--- src/hdl/rmdc_pkg.sv ---
// ----------------------------------------------------------------------------
// rmdc_pkg
// types and constants shared by the random mac distinct counter
// ----------------------------------------------------------------------------
`default_nettype none

package rmdc_pkg;

    // seen map geometry
    localparam int MAP_WORDS = 2048;
    localparam int MAP_AW    = $clog2(MAP_WORDS);
    localparam int WORD_W    = 32;
    localparam int BIT_AW    = $clog2(WORD_W);
    localparam int ID_W      = 16;

    // device list geometry
    localparam int LIST_DEPTH = 16;
    localparam int LIST_AW    = (LIST_DEPTH > 1) ? $clog2(LIST_DEPTH) : 1;
    localparam int CNT_W      = $clog2(LIST_DEPTH + 1);

    // field widths
    localparam int MAC_W    = 48;
    localparam int KIND_W   = 2;
    localparam int STR_W    = 8;
    localparam int TIME_W   = 32;
    localparam int IDX_W    = 4;
    localparam int TOT_W    = 16;
    localparam int SEEN_W   = 17;
    localparam int STORED_W = 5;
    localparam int INFO_W   = KIND_W + STR_W;

    // stream widths
    localparam int IN_DATA_W  = 96;
    localparam int IN_USER_W  = 4;
    localparam int OUT_DATA_W = 144;
    localparam int OUT_USER_W = 2;

    // configuration
    localparam int                CAP_W     = 5;
    localparam logic [CAP_W-1:0]  CAP_RESET = 5'd10;
    localparam int                APB_AW    = 3;
    localparam int                APB_DW    = 32;
    localparam logic              REG_LIST_CAPACITY = 1'b0;

    // locally administered flag: bit 1 of mac byte 0
    localparam int LOCAL_ADMIN_POS = 41;

    // sniff kinds that move a counter
    localparam logic [KIND_W-1:0] KIND_WIFI = 2'd0;
    localparam logic [KIND_W-1:0] KIND_BLE  = 2'd1;

    // input queue between front and back, power of two
    localparam int QUEUE_DEPTH = 2;
    localparam int QUEUE_AW    = $clog2(QUEUE_DEPTH);

    typedef enum logic [1:0] {
        OP_OBSERVE    = 2'd0,
        OP_CLEAR_MAP  = 2'd1,
        OP_CLEAR_LIST = 2'd2,
        OP_READ       = 2'd3
    } op_t;

    typedef enum logic [1:0] {
        ST_SWEEP,
        ST_IDLE,
        ST_LOOK,
        ST_DONE
    } state_t;

    // classified command
    typedef struct packed {
        op_t                 op;
        logic                local_admin;
        logic [MAP_AW-1:0]   word;
        logic [BIT_AW-1:0]   bit_pos;
        logic [MAC_W-1:0]    mac;
        logic [KIND_W-1:0]   kind;
        logic [STR_W-1:0]    strength;
        logic [TIME_W-1:0]   stamp;
        logic [IDX_W-1:0]    idx;
    } cmd_t;

    // queue head seen by the back end
    typedef struct packed {
        logic valid;
        cmd_t cmd;
    } q_head_t;

    // one result item
    typedef struct packed {
        logic                 is_new;
        logic [TOT_W-1:0]     wifi_total;
        logic [TOT_W-1:0]     ble_total;
        logic [SEEN_W-1:0]    seen_total;
        logic [STORED_W-1:0]  stored_total;
        logic                 entry_valid;
        logic [MAC_W-1:0]     entry_mac;
        logic [KIND_W-1:0]    entry_kind;
        logic [STR_W-1:0]     entry_strength;
        logic [TIME_W-1:0]    entry_time;
    } res_t;

endpackage

`default_nettype wire

--- src/hdl/rmdc_front.sv ---
// ----------------------------------------------------------------------------
// rmdc_front
// accepts input items, decodes the map word and bit, queues the commands
// ----------------------------------------------------------------------------
`default_nettype none

module rmdc_front (
    input  wire logic                           clk,
    input  wire logic                           rst_n,
    input  wire logic                           s_axis_tvalid,
    output logic                                s_axis_tready,
    // mac_addr, signal_strength, time_stamp, entry_index, zero pad
    input  wire logic [rmdc_pkg::IN_DATA_W-1:0] s_axis_tdata,
    // op, sniff_kind
    input  wire logic [rmdc_pkg::IN_USER_W-1:0] s_axis_tuser,
    input  wire logic                           hold,
    output rmdc_pkg::q_head_t                   head,
    input  wire logic                           pop
);
    import rmdc_pkg::*;

    cmd_t                q_mem_reg [QUEUE_DEPTH];
    logic [QUEUE_AW-1:0] wr_ptr_reg;
    logic [QUEUE_AW-1:0] rd_ptr_reg;
    logic [QUEUE_AW:0]   cnt_reg;
    logic [QUEUE_AW:0]   cnt_next;
    cmd_t                cmd_in;
    logic [ID_W-1:0]     dev_id;
    logic                full;
    logic                push;
    logic                do_pop;

    // classify the incoming item
    always_comb
    begin
        cmd_in.op          = op_t'(s_axis_tuser[1:0]);
        cmd_in.kind        = s_axis_tuser[3:2];
        cmd_in.mac         = s_axis_tdata[47:0];
        cmd_in.strength    = s_axis_tdata[55:48];
        cmd_in.stamp       = s_axis_tdata[87:56];
        cmd_in.idx         = s_axis_tdata[91:88];
        cmd_in.local_admin = s_axis_tdata[LOCAL_ADMIN_POS];
        // id is byte 4 low, byte 5 high
        dev_id             = {s_axis_tdata[7:0], s_axis_tdata[15:8]};
        cmd_in.word        = dev_id[BIT_AW +: MAP_AW];
        cmd_in.bit_pos     = dev_id[BIT_AW-1:0];
    end

    // queue handshake
    assign full          = (cnt_reg == (QUEUE_AW+1)'(QUEUE_DEPTH));
    assign s_axis_tready = !full && !hold;
    assign push          = s_axis_tvalid && s_axis_tready;
    assign do_pop        = pop && head.valid;
    assign head.valid    = (cnt_reg != '0);
    assign head.cmd      = q_mem_reg[rd_ptr_reg];

    always_comb
    begin
        cnt_next = cnt_reg;
        if (push && !do_pop)
        begin
            cnt_next = cnt_reg + 1'b1;
        end
        else if (!push && do_pop)
        begin
            cnt_next = cnt_reg - 1'b1;
        end
    end

    // queue pointers and fill
    always_ff @(posedge clk or negedge rst_n)
    begin
        if (!rst_n)
        begin
            wr_ptr_reg <= '0;
            rd_ptr_reg <= '0;
            cnt_reg    <= '0;
        end
        else
        begin
            cnt_reg <= cnt_next;
            if (push)
            begin
                wr_ptr_reg <= wr_ptr_reg + 1'b1;
            end
            if (do_pop)
            begin
                rd_ptr_reg <= rd_ptr_reg + 1'b1;
            end
        end
    end

    // queue storage
    always_ff @(posedge clk)
    begin
        if (push)
        begin
            q_mem_reg[wr_ptr_reg] <= cmd_in;
        end
    end

endmodule

`default_nettype wire

--- config.mk ---
export PLATFORM = sky130hd
export DESIGN_NAME = rmdc_front
export DESIGN_NICKNAME = d
export VERILOG_FILES = /design/src/hdl/rmdc_pkg.sv /design/src/hdl/rmdc_front.sv
export SDC_FILE = /design/constraint.sdc
export NUM_CORES = 1
export LEC_CHECK = 0
export ABC_AREA = 1
export BUFFER_PORTS_ARGS = -buffer_cell sky130_fd_sc_hd__buf_2
export CORE_ASPECT_RATIO = 0.9
export CORE_UTILIZATION = 47
export CTS_BUF_LIST = sky130_fd_sc_hd__clkbuf_8
export DETAILED_ROUTE_END_ITERATION = 6
export GPL_TIMING_DRIVEN = 0
export PLACE_DENSITY = 0.81
export SETUP_SLACK_MARGIN = 0.4
export SYNTH_ARGS = -nofsm -noshare
export SYNTH_HDL_FRONTEND = slang
export SYNTH_SLANG_ARGS = --single-unit
--- constraint.sdc ---
create_clock -name clk -period 6 [get_ports clk]
set_clock_uncertainty 0.2 [all_clocks]
set_input_delay 0.6 -clock clk [delete_from_list [all_inputs] [get_ports clk]]
set_output_delay 0.6 -clock clk [all_outputs]
set_load 0.02 [all_outputs]
==> results.txt <==
----------------------------------------------------
[Floorplanning]
  Die area ... 0.0161 sq mm
  Boundary Pins ... 220
  Die Wd ... 134 um
  Core Area ... around 0.015 sq mm
  Initial cell density of the core ... 49.1%
  Die Height ... 121 um
  Floorplan row count ... 42

[Timing]
  Slew margin rel. ... 56.9%
  Clock period minus worst slack ... roughly 2600 ps
  Unrepaired setup endpoints after global routing ... false
  Final-report hold violation count ... 0
  Slew @ Worst Pin ... approximately 650 ps
  Period Utilization, post-route ... 43.1%
  Upper clock frequency limit ... 386 MHz
  Final number of setup-violating endpoints ... 0
  Setup TNS ... 0 ps
  Max-slew violation total from the final report ... 0

[Power and ir drop]
  Overall power ... 4.25 mW
  Static Leakage ... 4.04 nW
  Power density relative to cell area ... about 460 mW/mm^2
  VDD IR max ... 0.000268 V

[Setup path]
  Arrival time of the worst setup path ... 1790 ps
  Biggest fanout along the worst timing path ... 10
  Critical path buffers and inverters ... 5
  CP peak stage delay ... 370 ps
  Worst Setup Path Type ... flip-flop to output pin
  Slowest cell on the critical path ... dfrtp_1
  Crit path max-delay family ... buffers and inverters
  Data required time at the worst endpoint ... 5200 ps
  Register-to-Register Path Depth ... 6
  CP Launch Type ... flip-flop
  Worst path depth ... 7
  Nature of the critical path endpoint ... output pin
  Chain of cells forming the critical path ... buf_4, inv_4, buf_2, nand2_1, nand2_1, buf_4, buf_2

[Clocking]
  Clock Pin Slew Worst Setup and Hold Paths ... 90 ps
  CTS root buffer ... clkbuf_8
  Max clock buf depth ... 2
  Clock tree sinks ... 196
  Buffer count from post-CTS setup fixing ... 0
  Maximum level of the CTS H-tree ... 4
  Post-CTS Resized ... 0
  Clock tree from TritonCTS ... built
  Number of buffers created by CTS ... 17
  Worst skew pair latency ... 430 ps

[Synth]
  EDFF count, synth ... about 190
  Most frequently used cell type in the post-synthesis netlist ... nand2_1
  Average cell area after synthesis ... 13.3 sq um
  Fraction of registers with async set or reset after synthesis ... 2.04%
  Cells after synthesis ... 551
  Register bit total from synthesis ... 196
  Netlist area before placement ... 0.00735 sq mm
  Area share of the leading cell type in the synthesized netlist ... 78.4%
  Cell types occupying the most area after synthesis ... edfxtp_1 78%, nand2_1 15%, buf_4 2.2%
  Count of unique library cells instantiated by Yosys ... 14
  Post-synthesis cell type with the largest combined area ... edfxtp_1
  Top_reg_cell synth ... edfxtp_1
  Number of warnings issued by yosys ... 0
  Proportion of synthesized chip area in sequential cells ... 79.8%
  Post-Syn Nets ... 657
  Most common library cells after synthesis ... 299 x nand2_1, 192 x edfxtp_1, 22 x buf_4

[Finish]
  Non-filler instance count after layout ... 1,001
  Share of final-layout standard cells stronger than drive strength 1 ... 35.6%
  Layout net count ... 896
  Final antenna diode count ... 0
  Number of flip-flops in the largest register ... between 150 and 200
  P&R area growth vs syn ... 24.8%

[Drt]
  Detail-routed net length per standard cell ... between 10 and 15 um
  Vias ... 4,606
  Uppermost routed layer ... met4
  Number of antenna-violating nets in the routed design ... 0
  Length of routed wiring on met1 ... 5.52 mm
  Via count normalized by instance count ... 4.60
  Met2 wire length ... 6.95 mm
  Total wire length after detailed routing ... between 10 and 15 mm
  DR WL met3 ... 1.29 mm
  Initial DRT Pass Iterations ... 4
  Residual DRC count ... 0
  Number of design-rule violations left by the first detailed-router iteration ... ~240

[GRT]
  Global-route wire length before repair ... 21.2 mm
  Remaining Overflow, GRT ... 0
  Maximum number of pins on one net before global-route repair ... 50
  Total track usage ... 17.7%
  Vias in the first global route ... roughly 4,300
  Number of antenna violations at the first check in global routing ... 0

[Status]
  Outcome ... complete, no violations

[Worst hold path]
  Path class of the lowest-slack min-delay path ... input port to flip-flop
  WHS Path Cells ... 1

[Place]
  Last weighted congestion value of the routability-driven placer ... 0.743
  DP HPWL ... just under 10 mm
  Quantity of I/O buffers inserted on ports ... 215
  Number of cells in the design after placement ... 968

[Job]
  Max cap viols ... 0

----------------------------------------------------
routing by layer:
metal / vias up / track usage, %
met5: - / 0
met3: 13 / 6.50
met1: 2110 / 20.7
li1: 2309 / -
met2: 174 / 30.3
met4: 0 / 5.61
through the flow:
| step | hold slack (ps) | area (sq um) | utilization, % | setup slack, ps |
|---|---|---|---|---|
| after global placement | 212 | 8680 | 57.9 | -1720 |
| after floorplan | 104 | 7350 | - | 479 |
| after global routing | 97.8 | 9180 | 61.3 | 3290 |
| after CTS | 108 | 9180 | 61.3 | 3350 |
| final | 144 | 9180 | 61.3 | 3410 |
| after detailed placement | 212 | 8770 | 58.6 | 3610 |
where the power goes:
group | switching (mW) | internal (mW) | total, mW
Clock | 0.427 | 0.408 | 0.836
Sequential | 0.0395 | 1.70 | 1.74
Combinational | 1.14 | 0.544 | 1.68
Total | 1.61 | 2.65 | 4.25
final timing paths:
| kind | start | end | slack [ps] |
|---|---|---|---|
| hold / removal | s_axis_tdata[82] | q_mem_reg[0][30] | 140 |
| setup / recovery | rd_ptr_reg | head[108] | 3410 |
| hold reg to reg | wr_ptr_reg | wr_ptr_reg | 300 |
| setup reg to reg | cnt_reg[0] | q_mem_reg[1][111] | 3860 |
| min in group asynchronous | rst_n | wr_ptr_reg | 300 |
| max in group asynchronous | rst_n | cnt_reg[0] | 5170 |
layout by cell type (no fill, tap or decap):
| cell | Yosys | routed |
|---|---|---|
| nand4_1 | 2 | 2 |
| clkinvlp_4 | 0 | 1 |
| dfrtp_1 | 4 | 4 |
| buf_2 | 12 | 227 |
| inv_1 | 8 | 10 |
| inv_6 | 0 | 4 |
| buf_4 | 22 | 22 |
| ha_1 | 1 | 1 |
| clkbuf_8 | 0 | 17 |
| buf_16 | 0 | 1 |
| clkinv_1 | 0 | 3 |
| clkinv_2 | 0 | 1 |
| bufinv_16 | 0 | 3 |
| nand3_1 | 3 | 3 |
| buf_6 | 4 | 4 |
| a21oi_1 | 1 | 1 |
| nand2_1 | 299 | 299 |
| xnor2_1 | 1 | 1 |
| dlygate4sd3_1 | 0 | 1 |
| buf_12 | 0 | 3 |
| inv_4 | 1 | 2 |
| nor2_4 | 0 | 1 |
| edfxtp_1 | 192 | 192 |
cells by family (layout without fill, tap and decap cells):
kind of cell             Yosys count  in the layout  share of synthesized area (%)
XOR/XNOR                           1              1                          0.119
flip-flops                       196            196                           79.8
buffers and inverters             47            299                           4.17
AND/OR/NAND/NOR                  305            305                           15.7
AO/OA/AOI/OAI                      1              1                         0.0680
adder cells (fa/ha/maj)            1              1                          0.170
repair_timing:
item,CTS,global route
hold endpoints to repair,4,0
setup endpoints to repair,0,0
hold buffers,1,0
cell type report:
type	count	area (sq um)
sequential	196	5870
fill	1134	5800
multi-input combinational	308	1190
timing repair buffer	220	1170
buffer	38	270
tap	198	248
clock buffer	17	234
clock inverter	15	160
inverter	9	38.8
(Power assumes the default switching activity.)
